`config.mk`:
```
export PLATFORM = sky130hd
export DESIGN_NAME = sobet_queue
export DESIGN_NICKNAME = d
export VERILOG_FILES = /design/src/rtl/sobet_pkg.sv /design/src/rtl/sobet_queue.sv
export SDC_FILE = /design/constraint.sdc
export NUM_CORES = 1
export LEC_CHECK = 0
export ABC_AREA = 1
export CORE_MARGIN = 3
export CORE_UTILIZATION = 35
export DETAILED_ROUTE_END_ITERATION = 10
export DONT_BUFFER_PORTS = 1
export GPL_TIMING_DRIVEN = 1
export REMOVE_ABC_BUFFERS = 1
export SLEW_MARGIN = 0
export SYNTH_ARGS = -nofsm -noshare
export SYNTH_HDL_FRONTEND = slang
export SYNTH_SLANG_ARGS = --single-unit
```
`constraint.sdc`:
```
create_clock -name clk -period 2.29 [get_ports clk]
set_input_delay 0.1145 -clock clk [delete_from_list [all_inputs] [get_ports clk]]
set_output_delay 0.1145 -clock clk [all_outputs]
set_load 0.01 [all_outputs]
```
`src/rtl/sobet_pkg.sv`:
```
`default_nettype none

package sobet_pkg;

	// Pixel and arithmetic widths.
	localparam int PIX_W    = 8;
	localparam int GRAD_W   = 11;
	localparam int SQ_W     = 20;
	localparam int MAG_W    = 21;
	localparam int THR_W    = 11;
	localparam int THR_SQ_W = 23;
	localparam int CFG_W    = 12;
	localparam int HGT_W    = 12;
	localparam int ROW_W    = 11;

	// Geometry limits and register defaults.
	localparam int MIN_DIM         = 3;
	localparam int MAX_HEIGHT      = 2048;
	localparam int RESET_WIDTH     = 640;
	localparam int RESET_HEIGHT    = 480;
	localparam int RESET_THRESHOLD = 75;
	localparam logic [THR_SQ_W-1:0] RESET_THR_SQ =
		THR_SQ_W'((RESET_THRESHOLD + 1) * (RESET_THRESHOLD + 1));

	// Output levels.
	localparam logic [PIX_W-1:0] EDGE_ON  = 8'd255;
	localparam logic [PIX_W-1:0] EDGE_OFF = 8'd0;

	// Queue between the front and back parts.
	localparam int QUEUE_DEPTH = 4;
	localparam int QPTR_W      = 2;
	localparam int QCNT_W      = 3;

	// Configuration register indexes.
	localparam int CFG_IDX_W = 2;
	localparam logic [CFG_IDX_W-1:0] REG_IMAGE_WIDTH    = 2'd0;
	localparam logic [CFG_IDX_W-1:0] REG_IMAGE_HEIGHT   = 2'd1;
	localparam logic [CFG_IDX_W-1:0] REG_EDGE_THRESHOLD = 2'd2;

	// Input item function codes.
	localparam logic FUNC_PIXEL = 1'b0;
	localparam logic FUNC_FLUSH = 1'b1;

	typedef struct packed {
		logic             func;
		logic [PIX_W-1:0] gray_pixel;
	} in_item_t;

	typedef struct packed {
		logic [PIX_W-1:0] edge_value;
		logic [MAG_W-1:0] magnitude_sq;
		logic             frame_last;
	} out_item_t;

	// One queued result: gradients (zero at the border) and the frame end mark.
	typedef struct packed {
		logic signed [GRAD_W-1:0] gx;
		logic signed [GRAD_W-1:0] gy;
		logic                     frame_last;
	} grad_t;

endpackage

`default_nettype wire

```
`src/rtl/sobet_queue.sv`:
```
`default_nettype none

module sobet_queue import sobet_pkg::*; (
	input  wire logic              clk,
	input  wire logic              arst_n,
	input  wire logic              push,
	input  wire grad_t             push_data,
	input  wire logic              pop,
	output grad_t                  head,
	output logic                   not_empty,
	output logic      [QCNT_W-1:0] count
);

	grad_t              entry_q [QUEUE_DEPTH];
	logic [QPTR_W-1:0]  wr_ptr_q;
	logic [QPTR_W-1:0]  rd_ptr_q;
	logic [QCNT_W-1:0]  count_q;

	// Pointers and fill level.
	always_ff @(posedge clk or negedge arst_n) begin
		if (!arst_n) begin
			wr_ptr_q <= '0;
			rd_ptr_q <= '0;
			count_q  <= '0;
		end else begin
			if (push) begin
				wr_ptr_q <= wr_ptr_q + 1'b1;
			end
			if (pop) begin
				rd_ptr_q <= rd_ptr_q + 1'b1;
			end
			count_q <= count_q + QCNT_W'(push) - QCNT_W'(pop);
		end
	end

	// Entry storage.
	always_ff @(posedge clk) begin
		if (push) begin
			entry_q[wr_ptr_q] <= push_data;
		end
	end

	assign head      = entry_q[rd_ptr_q];
	assign not_empty = (count_q != '0);
	assign count     = count_q;

`ifndef SYNTH
	// The front reserves room, so a push never meets a full queue.
	a_no_overflow: assert property (@(posedge clk) disable iff (!arst_n)
		push |-> (count_q != QCNT_W'(QUEUE_DEPTH)) || pop)
		else $error("queue push while full");

	// A pop is only issued while an entry is held.
	a_no_underflow: assert property (@(posedge clk) disable iff (!arst_n)
		pop |-> count_q != '0)
		else $error("queue pop while empty");
`endif

endmodule

`default_nettype wire

```
After elaboration in Yosys (flattened, before gate mapping)
Memories as Yosys holds them, arrays and structs flattened.
Cells that the tools add are included.
{"block": "word_totals", "mem_count": 1, "reg_bits": 7, "out_inout_bits": 27, "mem_bits_ro": 0, "inputBits": 27, "ram_bits": 92, "latch_bits": 0}
{"block": "op_classes", "shift": 0, "order_cmp": 0, "n_addsub": 4, "reduce_logical": 1, "mul": 0, "n_mux": 2, "eq_ne": 0, "bitwise_logic": 0, "div": 0}
{"memory": "entry_q", "depth": 4, "width": 23, "read_ports": 1, "rd_clocked_by_memory_dff": 0, "write_ports": 1, "line_no": "sobet_queue.sv:14", "text": "grad_t entry_q [QUEUE_DEPTH];"}
{"cell": "$add A2 B1 Y2 const B", "count": 2}
{"cell": "$add A3 B1 Y3", "count": 1}
{"cell": "$reduce_bool A3 Y1", "count": 1}
{"cell": "$sub A3 B1 Y3", "count": 1}
{"cell": "$mux W1", "count": 2}

Depth between registers and ports, before layout
{"block": "depth", "depth_word": 2, "depth_mapped": 7, "depth_no_buf": 7}

Least setup slack after synthesis
No wires, ideal clock.
{"block": "synth_path", "path_kind": "flip-flop to flip-flop", "startpoint": "register count_q[0] (netlist: count[0])", "endpoint": "register count_q[2] (netlist: count[2])", "setup_time_ns": 0.065, "required_time_ns": 2.225, "path_buffers": 0, "stages_incl_launch_ff": 8, "setup_slack_ns": 0.757, "arrival_time_ns": 1.468, "synth_period_minus_slack_ns": 1.533, "cell_sequence": "dfrtp_1 > inv_1 > ha_1 > inv_1 > ha_1 > fa_1 > nand3b_1 > nand2_1"}
{"block": "synth_via", "elab_chain_cells": 2}
{"element": "start, declared", "line_no": "sobet_queue.sv:17", "text": "logic [QCNT_W-1:0] count_q;"}
{"element": "start signal, assigned", "line_no": "sobet_queue.sv:32", "text": "count_q <= count_q + QCNT_W'(push) - QCNT_W'(pop);"}
{"element": "$add A3 B1 Y3", "line_no": "sobet_queue.sv:32"}
{"element": "$sub A3 B1 Y3", "line_no": "sobet_queue.sv:32"}
No other way between the ends.
A chain may end at the register's enable or synchronous reset.

==> results.sh <==
export IMPL_wl_met2_mm=3.797
export IMPL_drt_iter0_drc=132
export IMPL_die_w_um=116.3
export IMPL_htreeDepth=3
export IMPL_setup_viol=0
export IMPL_crit_path_end_kind="output port"
export IMPL_grt_pass1_vias=2577
export IMPL_wl_met1_mm=3.617
export IMPL_period_minus_slack_ns=1.751
export IMPL_syn2layout_area_growth_pct=18.57
export IMPL_ios=54
export IMPL_ir_drop_mv=0.6171
export IMPL_clkLatencyLatePin_ns=0.35
export IMPL_numPortBuffers=0
export IMPL_dieArea_um2=13530
export IMPL_slew_limit_headroom_pct=63.77
export IMPL_powerDensity_nw_per_um2=1219
export IMPL_timing_rr_end="count[2]"
export IMPL_cp_cell_sequence="inv_2, buf_4, nand2_1, nand3_1, nand2_1"
export IMPL_rsz0062_at_grt="no"
export IMPL_cp_max_fo=26
export IMPL_synth_most_common_cell="nand2_1"
export IMPL_ys_warnings_count=0
export IMPL_post_cts_resized=0
export IMPL_syn_instance_count=404
export IMPL_ys_top_cells_by_area="edfxtp_1 65%, nand2_1 11%, inv_1 9.2%, nand3_1 5.6%, dfrtp_1 4.1%"
export IMPL_final_hold_viol_count=0
export IMPL_post_cts_buffers=0
export IMPL_finClkSkew_ns=0.006903
export IMPL_antenna_found_initial=1
export IMPL_reg2reg_slack_ns=0.63
export IMPL_pre_cts_slack_ns=0.6594
export IMPL_r2r_start="count[0]"
export IMPL_fmax_mhz=571.2
export IMPL_top_layer_used="met4"
export IMPL_via_count=2581
export IMPL_hold_ws_ns=0.09264
export IMPL_synth_area_leader_cell="edfxtp_1"
export IMPL_dp_cells=543
export IMPL_cp_start_kind="register"
export IMPL_hold_class="input port to async pin"
export IMPL_ys_ff_latch=99
export IMPL_synth_top_area_share_pct=64.86
export IMPL_power_uw=6155
export IMPL_syn_area_per_cell_um2=10.54
export IMPL_synth_edf_count=92
export IMPL_cts_tree="done"
export IMPL_worstPathArrival_ns=1.64
export IMPL_worst_path_buf_inv=2
export IMPL_multiInputGateArea_um2=847.1
export IMPL_fill_cells=1069
export IMPL_drv_cap=0
export IMPL_dr_pass1_iters=4
export IMPL_cp_common_cell="nand2_1"
export IMPL_routed_wl_met3_um=504
export IMPL_clk_path_buf_depth=2
export IMPL_initial_core_util_pct=36.52
export IMPL_grt_usage_pct=12.89
export IMPL_fin_cells=586
export IMPL_yosys_top_cells_count="126 x nand2_1, 104 x inv_1, 92 x edfxtp_1"
export IMPL_gp_congestion=0.7230
export IMPL_finalCritPeriodShare_pct=76.45
export IMPL_root_buffer="clkbuf_16"
export IMPL_reg2reg_depth=7
export IMPL_clk_pin_slew_ns=0.07
export IMPL_grt_pass1_wl_mm=13.03
export IMPL_maxSlewViolCount=0
export IMPL_cts_buffers=9
export IMPL_clock_sinks=99
export IMPL_overflow=0
export IMPL_core_area_um2=11660
export IMPL_drc_errors=0
export IMPL_final_nets=471
export IMPL_num_rows=39
export IMPL_viasPerCell=4.404
export IMPL_leakagePower_uw=0.002308
export IMPL_finalWorstSetupSlack_ns=0.5392
export IMPL_ys_flop_type="edfxtp_1"
export IMPL_wirelength_mm=8.046
export IMPL_wl_per_cell_um=13.73
export IMPL_ant_nets=0
export IMPL_die_h_um=116.3
export IMPL_ys_async_sr_fraction_pct=7.071
export IMPL_ys_seq_area_share_pct=68.98
export IMPL_yosysUniqueCellTypes=15
export IMPL_netlist_area_um2=4259
export IMPL_slowest_stage="dfrtp_2"
export IMPL_drive_gt1_share_pct=6.109
export IMPL_setup_tns_ns=0
export IMPL_regArea_um2=2939
export IMPL_cp_required_ns=2.18
export IMPL_grt_max_degree=49
export IMPL_crit_type="register to output port"
export IMPL_crit_family="buffers and inverters"
export IMPL_outcome="finished clean"
export IMPL_cp_slowest_stage_delay_ns=0.40
export IMPL_worst_pin_slew_ns=0.5434
export IMPL_place_hpwl_mm=4.972
kinds of logic (layout without fill, tap and decap cells):
family,after synthesis,after routing,share of synthesized area (%)
AO/OA/AOI/OAI,1,1,0.1174
XOR/XNOR,3,3,0.6170
adder cells (fa/ha/maj),7,7,2.233
buffers and inverters,119,157,11.13
flip-flops,99,99,68.98
other,0,1,0
AND/OR/NAND/NOR,175,175,16.92
power breakdown:
group / switching, µW / internal [µW]
clock network: 639 / 1060
registers: 123 / 2380
logic: 1400 / 550
cell type report:
cell class | instances | area share (%)
Antenna cell | 1 | 0.04955
Clock buffer | 9 | 4.460
Inverter | 105 | 7.805
Clock inverter | 7 | 2.279
Tap cell | 143 | 3.543
Multi-Input combinational cell | 186 | 16.77
Sequential cell | 99 | 58.20
Timing Repair Buffer | 36 | 6.888
placed cells by master (no fill, tap or decap):
cell type,instances
nand2_1,126
inv_1,104
edfxtp_1,92
nand3_1,48
dlygate4sd3_1,26
clkbuf_16,9
buf_4,9
ha_1,6
dfrtp_1,6
xor2_1,3
bufinv_16,3
diode_2,1
inv_2,1
nand3b_1,1
o21ai_1,1
fa_1,1
clkinvlp_4,1
inv_6,1
clkinv_2,1
clkinv_1,1
buf_12,1
dfrtp_2,1
through the flow:
step,area [µm²],util [%]
6_report,5050,43.30
5_1_grt,5050,43.30
4_1_cts,5047,43.28
3_5_place_dp,4447,38.13
3_3_place_gp,4447,38.13
2_1_floorplan,4179,-
registers in the layout (all words and copies together), names as in the netlist:
signal / flops
count: 3
entry_q: 92
rd_ptr_q: 2
wr_ptr_q: 2
routing by layer:
layer | GRT usage (%) | vias to the layer above
met1 | 15.81 | 1203
li1 | - | 1317
met5 | 0 | -
met4 | 4.950 | 0
met2 | 20.63 | 50
met3 | 4.974 | 11
worst max-delay path by stage:
| stage | startpoint | end | slack [ns] | depth (start not counted) |
|---|---|---|---|---|
| CTS | rd_ptr_q[1] | head[5] | 0.50 | 4 |
| global route | rd_ptr_q[1] | head[5] | 0.37 | 4 |
| floorplan | rd_ptr_q[0] | head[21] | 0.31 | 4 |
| detailed placement | count[0] | count[2] | 0.66 | 7 |
| finish | rd_ptr_q[0] | head[13] | 0.54 | 5 |
| global placement | count[0] | count[2] | 0.70 | 7 |
what timing repair did:
action                                 CTS  global route
hold buffers                            26             0
endpoints found under the hold margin  104             0
setup endpoints to repair                0             0
Power figures use the tool's default switching activity.
