--- src/rtl/sobet_pkg.sv ---
`default_nettype none

package sobet_pkg;

	// Pixel and arithmetic widths.
	localparam int PIX_W    = 8;
	localparam int GRAD_W   = 11;
	localparam int SQ_W     = 20;
	localparam int MAG_W    = 21;
	localparam int THR_W    = 11;
	localparam int THR_SQ_W = 23;
	localparam int CFG_W    = 12;
	localparam int HGT_W    = 12;
	localparam int ROW_W    = 11;

	// Geometry limits and register defaults.
	localparam int MIN_DIM         = 3;
	localparam int MAX_HEIGHT      = 2048;
	localparam int RESET_WIDTH     = 640;
	localparam int RESET_HEIGHT    = 480;
	localparam int RESET_THRESHOLD = 75;
	localparam logic [THR_SQ_W-1:0] RESET_THR_SQ =
		THR_SQ_W'((RESET_THRESHOLD + 1) * (RESET_THRESHOLD + 1));

	// Output levels.
	localparam logic [PIX_W-1:0] EDGE_ON  = 8'd255;
	localparam logic [PIX_W-1:0] EDGE_OFF = 8'd0;

	// Queue between the front and back parts.
	localparam int QUEUE_DEPTH = 4;
	localparam int QPTR_W      = 2;
	localparam int QCNT_W      = 3;

	// Configuration register indexes.
	localparam int CFG_IDX_W = 2;
	localparam logic [CFG_IDX_W-1:0] REG_IMAGE_WIDTH    = 2'd0;
	localparam logic [CFG_IDX_W-1:0] REG_IMAGE_HEIGHT   = 2'd1;
	localparam logic [CFG_IDX_W-1:0] REG_EDGE_THRESHOLD = 2'd2;

	// Input item function codes.
	localparam logic FUNC_PIXEL = 1'b0;
	localparam logic FUNC_FLUSH = 1'b1;

	typedef struct packed {
		logic             func;
		logic [PIX_W-1:0] gray_pixel;
	} in_item_t;

	typedef struct packed {
		logic [PIX_W-1:0] edge_value;
		logic [MAG_W-1:0] magnitude_sq;
		logic             frame_last;
	} out_item_t;

	// One queued result: gradients (zero at the border) and the frame end mark.
	typedef struct packed {
		logic signed [GRAD_W-1:0] gx;
		logic signed [GRAD_W-1:0] gy;
		logic                     frame_last;
	} grad_t;

endpackage

`default_nettype wire

--- src/rtl/sobet_front.sv ---
`default_nettype none

module sobet_front import sobet_pkg::*; #(
	parameter int MAX_WIDTH = 2048,
	localparam int WW = $clog2(MAX_WIDTH + 1),
	localparam int AW = $clog2(MAX_WIDTH)
) (
	input  wire logic                 clk,
	input  wire logic                 arst_n,
	input  wire logic                 restart,
	input  wire logic [WW-1:0]        img_width,
	input  wire logic [HGT_W-1:0]     img_height,
	input  wire logic                 in_valid,
	output logic                      in_ready,
	input  wire in_item_t             in_data,
	input  wire logic [QCNT_W-1:0]    q_count,
	output logic                      push,
	output grad_t                     push_data,
	output logic                      ram_rd_en,
	output logic      [AW-1:0]        ram_rd_addr,
	input  wire logic [2*PIX_W-1:0]   ram_rd_data,
	output logic                      ram_wr_en,
	output logic      [AW-1:0]        ram_wr_addr,
	output logic      [2*PIX_W-1:0]   ram_wr_data
);

	localparam int PW = $clog2(MAX_WIDTH + 2);

	// Stream position counters.
	logic [AW-1:0]    col_q;
	logic [PW-1:0]    pend_q;
	logic [AW-1:0]    qc_q;
	logic [ROW_W-1:0] qr_q;

	// Window columns: 0..2 oldest column top..bottom, 3..5 middle column.
	logic [PIX_W-1:0] win_q [6];

	// Line read stage.
	logic             valid_s1;
	logic             flush_s1;
	logic [PIX_W-1:0] pixel_s1;
	logic [AW-1:0]    addr_s1;
	logic             emit_s1;
	logic             inner_s1;
	logic             last_s1;

	logic             accept;
	logic             is_flush;
	logic [WW-1:0]    w_m1;
	logic [WW-1:0]    w_m2;
	logic [HGT_W-1:0] h_m1;
	logic [HGT_W-1:0] h_m2;
	logic             at_row_end;
	logic             at_last_row;
	logic             inner;
	logic             tail;
	logic             emit;
	logic             last;

	logic [PIX_W-1:0] top;
	logic [PIX_W-1:0] mid;
	logic [PIX_W+1:0] col_left;
	logic [PIX_W+1:0] col_right;
	logic [PIX_W+1:0] row_top;
	logic [PIX_W+1:0] row_bot;
	logic signed [GRAD_W-1:0] gx;
	logic signed [GRAD_W-1:0] gy;

	// Room is held back for the item in the line read stage.
	assign in_ready = (q_count + QCNT_W'(valid_s1)) < QCNT_W'(QUEUE_DEPTH);
	assign accept   = in_valid && in_ready;
	assign is_flush = (in_data.func == FUNC_FLUSH);

	// Classify the item against the position of the next output pixel.
	always_comb begin
		w_m1        = img_width - WW'(1);
		w_m2        = img_width - WW'(2);
		h_m1        = img_height - HGT_W'(1);
		h_m2        = img_height - HGT_W'(2);
		at_row_end  = (WW'(qc_q) == w_m1);
		at_last_row = (HGT_W'(qr_q) == h_m1);
		inner       = !is_flush && (qr_q != '0) && (HGT_W'(qr_q) <= h_m2)
			&& (qc_q != '0) && (WW'(qc_q) <= w_m2);
		tail        = at_last_row || ((HGT_W'(qr_q) == h_m2) && at_row_end);
		last        = at_last_row && at_row_end;
		if (is_flush) begin
			emit = (pend_q != '0) && tail;
		end else begin
			emit = (pend_q >= (PW'(img_width) + PW'(1)));
		end
	end

	// Input column, outstanding count and output position.
	always_ff @(posedge clk or negedge arst_n) begin
		if (!arst_n) begin
			col_q  <= '0;
			pend_q <= '0;
			qc_q   <= '0;
			qr_q   <= '0;
		end else if (restart) begin
			col_q  <= '0;
			pend_q <= '0;
			qc_q   <= '0;
			qr_q   <= '0;
		end else if (accept) begin
			if (!is_flush) begin
				col_q <= (WW'(col_q) == w_m1) ? '0 : col_q + 1'b1;
			end
			pend_q <= pend_q + PW'(!is_flush) - PW'(emit);
			if (emit) begin
				if (at_row_end) begin
					qc_q <= '0;
					qr_q <= at_last_row ? '0 : qr_q + 1'b1;
				end else begin
					qc_q <= qc_q + 1'b1;
				end
			end
		end
	end

	// Line store read for the incoming pixel.
	assign ram_rd_en   = accept && !is_flush;
	assign ram_rd_addr = col_q;

	always_ff @(posedge clk or negedge arst_n) begin
		if (!arst_n) begin
			valid_s1 <= 1'b0;
		end else begin
			valid_s1 <= accept && !restart;
		end
	end

	always_ff @(posedge clk) begin
		if (accept) begin
			flush_s1 <= is_flush;
			pixel_s1 <= in_data.gray_pixel;
			addr_s1  <= col_q;
			emit_s1  <= emit;
			inner_s1 <= inner;
			last_s1  <= last;
		end
	end

	// Sobel sums over the 3x3 window; the right column comes from the line stores and the incoming pixel.
	always_comb begin
		top       = ram_rd_data[2*PIX_W-1:PIX_W];
		mid       = ram_rd_data[PIX_W-1:0];
		col_left  = {2'b00, win_q[0]} + {1'b0, win_q[1], 1'b0} + {2'b00, win_q[2]};
		col_right = {2'b00, top} + {1'b0, mid, 1'b0} + {2'b00, pixel_s1};
		row_top   = {2'b00, win_q[0]} + {1'b0, win_q[3], 1'b0} + {2'b00, top};
		row_bot   = {2'b00, win_q[2]} + {1'b0, win_q[5], 1'b0} + {2'b00, pixel_s1};
		gx        = GRAD_W'({1'b0, col_left}) - GRAD_W'({1'b0, col_right});
		gy        = GRAD_W'({1'b0, row_top}) - GRAD_W'({1'b0, row_bot});
	end

	// Window shift on each pixel.
	always_ff @(posedge clk or negedge arst_n) begin
		if (!arst_n) begin
			for (int i = 0; i < 6; i++) begin
				win_q[i] <= '0;
			end
		end else if (restart) begin
			for (int i = 0; i < 6; i++) begin
				win_q[i] <= '0;
			end
		end else if (valid_s1 && !flush_s1) begin
			win_q[0] <= win_q[3];
			win_q[1] <= win_q[4];
			win_q[2] <= win_q[5];
			win_q[3] <= top;
			win_q[4] <= mid;
			win_q[5] <= pixel_s1;
		end
	end

	// Line stores move down one row at this column.
	assign ram_wr_en   = valid_s1 && !flush_s1;
	assign ram_wr_addr = addr_s1;
	assign ram_wr_data = {mid, pixel_s1};

	// Hand the result to the back part; border positions carry zero gradients.
	assign push                 = valid_s1 && emit_s1;
	assign push_data.gx         = inner_s1 ? gx : '0;
	assign push_data.gy         = inner_s1 ? gy : '0;
	assign push_data.frame_last = last_s1;

`ifndef SYNTH
	// At most one row plus one pixel is ever outstanding.
	a_pend_bound: assert property (@(posedge clk) disable iff (!arst_n)
		pend_q <= (PW'(img_width) + PW'(1)))
		else $error("outstanding pixel count beyond one row");

	// The line store write never lands on the column being read.
	a_ram_no_collide: assert property (@(posedge clk) disable iff (!arst_n)
		(ram_wr_en && ram_rd_en) |-> ram_wr_addr != ram_rd_addr)
		else $error("line store read and write at the same column");
`endif

endmodule

`default_nettype wire

--- config.mk ---
export PLATFORM = sky130hd
export DESIGN_NAME = sobet_front
export DESIGN_NICKNAME = d
export VERILOG_FILES = /design/src/rtl/sobet_pkg.sv /design/src/rtl/sobet_front.sv
export SDC_FILE = /design/constraint.sdc
export NUM_CORES = 1
export LEC_CHECK = 0
export BUFFER_PORTS_ARGS = -buffer_cell sky130_fd_sc_hd__buf_2
export CAP_MARGIN = 30
export CELL_PAD_IN_SITES_DETAIL_PLACEMENT = 2
export CELL_PAD_IN_SITES_GLOBAL_PLACEMENT = 2
export CORE_UTILIZATION = 40
export CTS_BUF_LIST = sky130_fd_sc_hd__clkbuf_8 sky130_fd_sc_hd__clkbuf_16
export CTS_CLUSTER_SIZE = 12
export DETAILED_ROUTE_END_ITERATION = 6
export PLACE_DENSITY = 0.85
export SLEW_MARGIN = 20
export SYNTH_ARGS = -nofsm -noshare
export SYNTH_HDL_FRONTEND = slang
export SYNTH_SLANG_ARGS = --single-unit
--- constraint.sdc ---
create_clock -name clk -period 9.7 [get_ports clk]
set_input_delay 0.485 -clock clk [delete_from_list [all_inputs] [get_ports clk]]
set_output_delay 0.485 -clock clk [all_outputs]
set_load 0.01 [all_outputs]
### After elaboration in Yosys (flattened, before gate mapping)

Index checks and enable logic that the tools add are counted.

| operators by class | value |
|---|---|
| add/sub/neg operators | 21 |
| multipliers | 0 |
| divide/modulo/power cells | 0 |
| order comparisons | 4 |
| eq/ne operators | 5 |
| shift operators | 0 |
| mux-type cells | 20 |
| bitwise gates (word level) | 0 |
| reduce and logical (&&, ||, !) cells | 26 |

Operator list:

| kind | number |
|---|---|
| 11-bit two-way mux | 15 |
| 48-bit two-way mux | 2 |
| 11-bit by 12-bit == test with 1-bit output | 4 |
| 10-bit by 8-bit adder with 10-bit output | 4 |
| 8-bit by 9-bit adder with 10-bit output | 4 |
| 11-bit by 1-bit adder with 11-bit output, second input constant | 3 |
| 11-bit by 12-bit <= comparator with 1-bit output | 2 |
| 12-bit two-way mux | 2 |
| 12-bit by 1-bit subtractor with 12-bit output, second input constant | 2 |
| 12-bit by 2-bit subtractor with 12-bit output, second input constant | 2 |
| 11-bit nonzero test | 2 |
| 10-bit by 10-bit subtractor with 11-bit output | 2 |
| 12-bit by 1-bit adder with 12-bit output | 1 |
| 12-bit by 1-bit adder with 12-bit output, second input constant | 1 |
| 12-bit >= comparator | 1 |
| 1-bit logical AND | 12 |
| 12-bit nonzero test | 1 |
| 12-bit by 1-bit subtractor with 12-bit output | 1 |
| 2-bit nonzero test | 4 |
| 2-bit AND reduction | 2 |
| 3-bit by 1-bit adder with 3-bit output | 1 |
| 1-bit zero test | 3 |
| 3-bit < comparator, second input constant | 1 |
| 3-bit AND reduction | 1 |
| 3 further kinds | 3 |

| storage, ports and cells | value |
|---|---|
| register bits after elaboration | 117 |
| latch bits | 0 |
| bits in writable memories | 0 |
| memory bits (read-only) | 0 |
| bits of input ports | 56 |
| output and inout bits | 65 |
| word-level logic and storage cells | 93 |
| memories | 0 |

### Logic depth before layout (Yosys ltp)

| depth | value |
|---|---|
| depth in word-level cells | 9 |
| gate-level depth with buffers | 26 |
| mapped depth without buffers | 25 |

### Worst setup path before layout

Ideal clock, no wire load.

| path | value |
|---|---|
| path type | input-to-reg |
| start point | in img_width[2] |
| end point | reg pend_q[11] |
| library setup time | 0.177 ns |
| arrival | 4.878 ns |
| data required time | 9.523 ns |
| path slack | 4.645 ns |
| stages | 23 |
| buffers on the path | 2 |
| cells stage by stage | clkbuf_1 inv_1 ha_1 or3b_2 clkbuf_1 nor4b_1 xor2_1 nor3b_1 and4_1 o21ai_1 nand2_1 ha_1 inv_1 ha_1 a21o_1 a21oi_1 o21bai_1 a31o_2 a2111oi_0 o21ai_0 a21oi_1 xnor2_1 a21oi_1 |

| on the way | value |
|---|---|
| word-level cells in the longest chain between the ends | 9 |
| elaborated cells between the ends (all ways) | 11 |
| those cells by class | add/sub: 3; order compare: 1; eq/ne: 1; mux: 3; reduce/logical: 3 |

Ends and longest elaborated chain:

| element | line | source |
|---|---|---|
| from (decl) | sobet_front.sv:11 | `input wire logic [WW-1:0] img_width,` |
| branches (longest 5 deep; another with 12-bit by 1-bit adder with 12-bit output) | - |  |
| 1-bit two-way mux * | sobet_front.sv:86 | `if (is_flush) begin` |
| named net emit | sobet_front.sv:57 | `logic emit;` |
| 12-bit by 1-bit subtractor with 12-bit output * | sobet_front.sv:109 | `pend_q <= pend_q + PW'(!is_flush) - PW'(emit);` |
| 12-bit two-way mux * | sobet_front.sv:105 | `end else if (accept) begin` |
| 12-bit two-way mux * | sobet_front.sv:100 | `end else if (restart) begin` |
| to (signal assigned) | sobet_front.sv:109 |  |
| to (decl) | sobet_front.sv:31 | `logic [PW-1:0] pend_q;` |

Mark *: on every way through the listed nets, which the timed path passes. The select of a mux whose other input is x is not followed.
A chain may end at the register's enable or synchronous reset.

### Final worst setup path

| path | value |
|---|---|
| start point | in img_height[1] |
| end point | reg pend_q[11] |

| on the way | value |
|---|---|
| word-level cells in the longest chain between the ends | 9 |
| elaborated cells between the ends (all ways) | 11 |
| those cells by class | add/sub: 3; eq/ne: 2; mux: 3; reduce/logical: 3 |

Ends and longest elaborated chain:

| element | line | source |
|---|---|---|
| from (decl) | sobet_front.sv:12 | `input wire logic [HGT_W-1:0] img_height,` |
| 12-bit by 2-bit subtractor with 12-bit output | sobet_front.sv:79 | `h_m2 = img_height - HGT_W'(2);` |
| 11-bit by 12-bit == test with 1-bit output | sobet_front.sv:84 | `tail = at_last_row \|\| ((HGT_W'(qr_q) == h_m2) && at_row_end);` |
| 1-bit logical AND | sobet_front.sv:84 |  |
| 1-bit logical OR * | sobet_front.sv:84 |  |
| 1-bit logical AND * | sobet_front.sv:87 | `emit = (pend_q != '0) && tail;` |
| 1-bit two-way mux * | sobet_front.sv:86 |  |
| named net emit | sobet_front.sv:57 |  |
| 12-bit by 1-bit subtractor with 12-bit output * | sobet_front.sv:109 |  |
| 12-bit two-way mux * | sobet_front.sv:105 |  |
| 12-bit two-way mux * | sobet_front.sv:100 |  |

The timed path passes the listed nets; every way through them passes the cells marked *. The select of a mux whose other input is x is not followed.

==> impl_metrics.env <==
export IMPL_status="finished clean"
export IMPL_min_path_type="in2reg"
export IMPL_yosys_mux_area_fraction_pct=0.305
export IMPL_met1_usage_pct=34.1
export IMPL_synth_seq_cells=117
export IMPL_synthAdderAreaFrac_pct=22.8
export IMPL_worst_path_max_fanout=10
export IMPL_grt_max_degree=72
export IMPL_syn_area_mm2=0.0102
export IMPL_final_cells=1565
export IMPL_reg2regPathDepth=21
export IMPL_cp_arrival_ns=5.81
export IMPL_place_congestion=0.850
export IMPL_regToRegSetupSlack_ns=4.41
export IMPL_synth_top_family_by_area="adder cells"
export IMPL_cts_sinks=117
export IMPL_endpoint_kind="register"
export IMPL_fp_dieW_um=162
export IMPL_finalHoldViolCount=0
export IMPL_worstSetupPathType="in2reg"
export IMPL_synth_ff_type="dfrtp_1"
export IMPL_routed_wl_um=36900
export IMPL_final_util_pct=46.5
export IMPL_drive_gt1_share_pct=14.4
export IMPL_synth_edf_count=23
export IMPL_dieHeight_um=162
export IMPL_grt_pass1_wl_um=58000
export IMPL_syn2layout_area_growth_pct=14.3
export IMPL_layout_common_cells="nand2_1, buf_2, inv_1, dfrtp_1, a21oi_1"
export IMPL_core_rowCount=58
export IMPL_hold_end="pixel_s1[0]"
export IMPL_antenna_found_initial=0
export IMPL_critical_path_startpoint="img_height[1]"
export IMPL_r2r_start="qr_q[0]"
export IMPL_setup_violations=0
export IMPL_timing_fmax_mhz=181
export IMPL_clockBufferDepth=2
export IMPL_rsz0062_at_grt="no"
export IMPL_setup_tns_ns=0
export IMPL_register_area_mm2=0.00304
export IMPL_coreArea_mm2=0.0252
export IMPL_dp_cells=1530
export IMPL_dr_first_iter_drc_count=397
export IMPL_synth_cells=1133
export IMPL_cts_setup_buffers=0
export IMPL_track_usage_pct=29.2
export IMPL_syn_avg_cell_area_um2=9.04
export IMPL_diodes=0
export IMPL_grt_overflow=0
export IMPL_vias=8859
export IMPL_r2r_end="pend_q[11]"
export IMPL_multi_input_area_mm2=0.00656
export IMPL_use_met2_pct=53.9
export IMPL_worst_path_max_delay_cell="nor4_1"
export IMPL_clk_latency_ns=0.44
export IMPL_ant_nets=0
export IMPL_grtUsageMet3_pct=4.47
export IMPL_clock_skew_ns=0.0126
export IMPL_slew_violations=0
export IMPL_cp_start_kind="input port"
export IMPL_yosysSeqAreaShare_pct=29.7
export IMPL_numPortBuffers=120
export IMPL_grt_pass1_vias=10100
export IMPL_tightest_slew_ns=0.859
export IMPL_grt_busiest_layer="met2"
export IMPL_dieArea_mm2=0.0262
export IMPL_io_pins=121
export IMPL_relSlewSlack_pct=42.5
export IMPL_route_detailed_drc=0
export IMPL_ir_drop_v=0.0000934
export IMPL_power_uw=1740
export IMPL_yosysWarnings=0
export IMPL_holdPathStages=1
export IMPL_synth_simple_area_share_pct=18.5
export IMPL_synth_compound_area_share_pct=14.0
export IMPL_fin_crit_sh_pct=57.1
export IMPL_fin_nets=1427
export IMPL_final_common_cell="nand2_1"
export IMPL_crit_family="compound AO/OA/AOI/OAI gates"
export IMPL_path_buf_inv=3
export IMPL_path_clk_slew_ns=0.07
export IMPL_cts_tree="done"
export IMPL_drt_pre_antenna_iters=4
export IMPL_htree_levels=4
export IMPL_path_depth=22
export IMPL_syn_nets=1338
export IMPL_slowest_delay_ns=0.66
export IMPL_fill_cells=2800
export IMPL_maxCapViolations=0
export IMPL_p_leak_uw=0.00519
export IMPL_synthArstFlopShare_pct=80.3
export IMPL_root_buffer="clkbuf_16"
export IMPL_synth_xor_area_share_pct=8.38
export IMPL_powerDensity_mw_per_mm2=149
export IMPL_required_ns=9.98
export IMPL_via_per_inst=5.66
export IMPL_dp_hpwl_um=26000
export IMPL_initial_core_util_pct=40.7
export IMPL_cpMostUsedCell="a21oi_1"
export IMPL_hp_start="in_data[0]"
export IMPL_cts_inserted_buffers=17
export IMPL_cp_cell_sequence="buf_2 > inv_1 > ha_1 > nor4b_1 > o211ai_1 > a21oi_1 > o211ai_1 > nor4_1 > o21ai_1 > nand2_1 > ha_1 > inv_1 > ha_1 > a21o_1 > a21oi_1 > o21bai_1 > a31o_2 > a2111oi_0 > o21ai_0 > a21oi_1 > xnor2_1 > a21oi_1"
export IMPL_yosysUniqueCellTypes=73
export IMPL_final_min_clock_period_ns=5.54
export IMPL_avgRoutedWirePerCell_um=23.6
[worst max-delay path by stage]
stage                 endpoint
floorplan           pend_q[11]
global placement    pend_q[11]
detailed placement  pend_q[11]
CTS                 pend_q[11]
global route        pend_q[11]
finish              pend_q[11]
[synth_stat cells (3+ instances only)]
| library cell | count | share of area, % |
|---|---|---|
| buf_2 | 5 | 0.24 |
| inv_1 | 98 | 3.6 |
| buf_4 | 10 | 0.73 |
| o21bai_1 | 14 | 1.0 |
| a31oi_1 | 4 | 0.24 |
| a211oi_1 | 7 | 0.51 |
| nor3b_1 | 6 | 0.44 |
| nor3_1 | 18 | 0.88 |
| o2111ai_1 | 3 | 0.26 |
| o21a_1 | 4 | 0.29 |
| xnor2_1 | 64 | 5.5 |
| a2111oi_0 | 3 | 0.26 |
| nand3_1 | 27 | 1.3 |
| clkbuf_1 | 37 | 1.4 |
| a211o_1 | 3 | 0.26 |
| nor2b_1 | 15 | 0.92 |
| nand4_1 | 13 | 0.79 |
| nor4b_1 | 3 | 0.26 |
| nand3b_1 | 5 | 0.37 |
| or3_1 | 4 | 0.24 |
| a32o_1 | 3 | 0.29 |
| or2_2 | 5 | 0.31 |
| o21ai_0 | 41 | 2.0 |
| nor4_1 | 12 | 0.73 |
| o31ai_1 | 7 | 0.51 |
| fa_1 | 63 | 12 |
| buf_1 | 7 | 0.26 |
| xor2_1 | 34 | 2.9 |
| edfxtp_1 | 23 | 6.7 |
| nand2_1 | 146 | 5.4 |
| o211ai_1 | 11 | 0.81 |
| ha_1 | 86 | 11 |
| a21oi_1 | 91 | 4.4 |
| a21o_1 | 11 | 0.81 |
| and3_1 | 21 | 1.3 |
| nor2_1 | 54 | 2.0 |
| and2_1 | 24 | 1.5 |
| dfrtp_1 | 94 | 23 |
| nand2b_1 | 14 | 0.86 |
[worst register-to-register path, cell delays in order (launching register included)]
cell and delay [ns]:
dfrtp_1 0.43, inv_1 0.11, ha_1 0.31, a21oi_1 0.20
o211ai_1 0.12, a21oi_1 0.16, o211ai_1 0.13, nor4_1 0.66
o21ai_1 0.25, nand2_1 0.17, ha_1 0.16, inv_1 0.06
ha_1 0.27, a21o_1 0.16, a21oi_1 0.25, o21bai_1 0.14
a31o_2 0.28, a2111oi_0 0.62, o21ai_0 0.21, a21oi_1 0.22
xnor2_1 0.14, a21oi_1 0.08
[report_power, final]
group	internal (µW)	switching (µW)
sequential	517	18.6
clock	413	273
combinational	217	306
total	1150	598
[sequential cells by signal, indices dropped and copies added (netlist names)]
register / cells
win_q: 48
valid_s1: 1
qr_q: 11
qc_q: 11
flush_s1: 1
pend_q: 12
ram_wr_addr: 11
emit_s1: 1
inner_s1: 1
pixel_s1: 8
last_s1: 1
ram_rd_addr: 11
[area by class of cell]
| cell class | count | area share (%) |
|---|---|---|
| Clock buffer | 18 | 3.75 |
| Sequential cell | 117 | 26.0 |
| Tap cell | 330 | 3.53 |
| Timing Repair Buffer | 130 | 6.07 |
| Inverter | 98 | 3.14 |
| Clock inverter | 14 | 1.52 |
| Multi-Input combinational cell | 858 | 56.0 |
[stage by stage]
step                setup slack (ns)  hold WS, ns  cell area [µm²]
floorplan                       4.64        0.189            10200
global placement                4.21        0.384            11000
detailed placement              3.90        0.385            11000
CTS                             4.25        0.204            11700
global route                    3.77        0.204            11700
finish                          4.16        0.217            11700
[cells by family (layout without fill, tap and decap cells)]
group / after synthesis / count (layout)
muxes: 3 / 3
and+or+nand+nor: 381 / 381
AOI/OAI and AO/OA: 227 / 227
xor gates and xnor gates: 98 / 98
buffers and inverters: 158 / 260
DFF: 117 / 117
adders and majority gates: 149 / 149
[routing by layer]
layer | vias up | share of wire, %
li1 | 4027 | -
met1 | 4572 | 41
met2 | 193 | 54
met3 | 67 | 3.1
met4 | 0 | 2.7
met5 | - | 0
[what timing repair did]
action,CTS,global route
resized for setup,0,0
hold buffers,1,0
hold endpoints to repair,19,0
(Power assumes the default switching activity.)
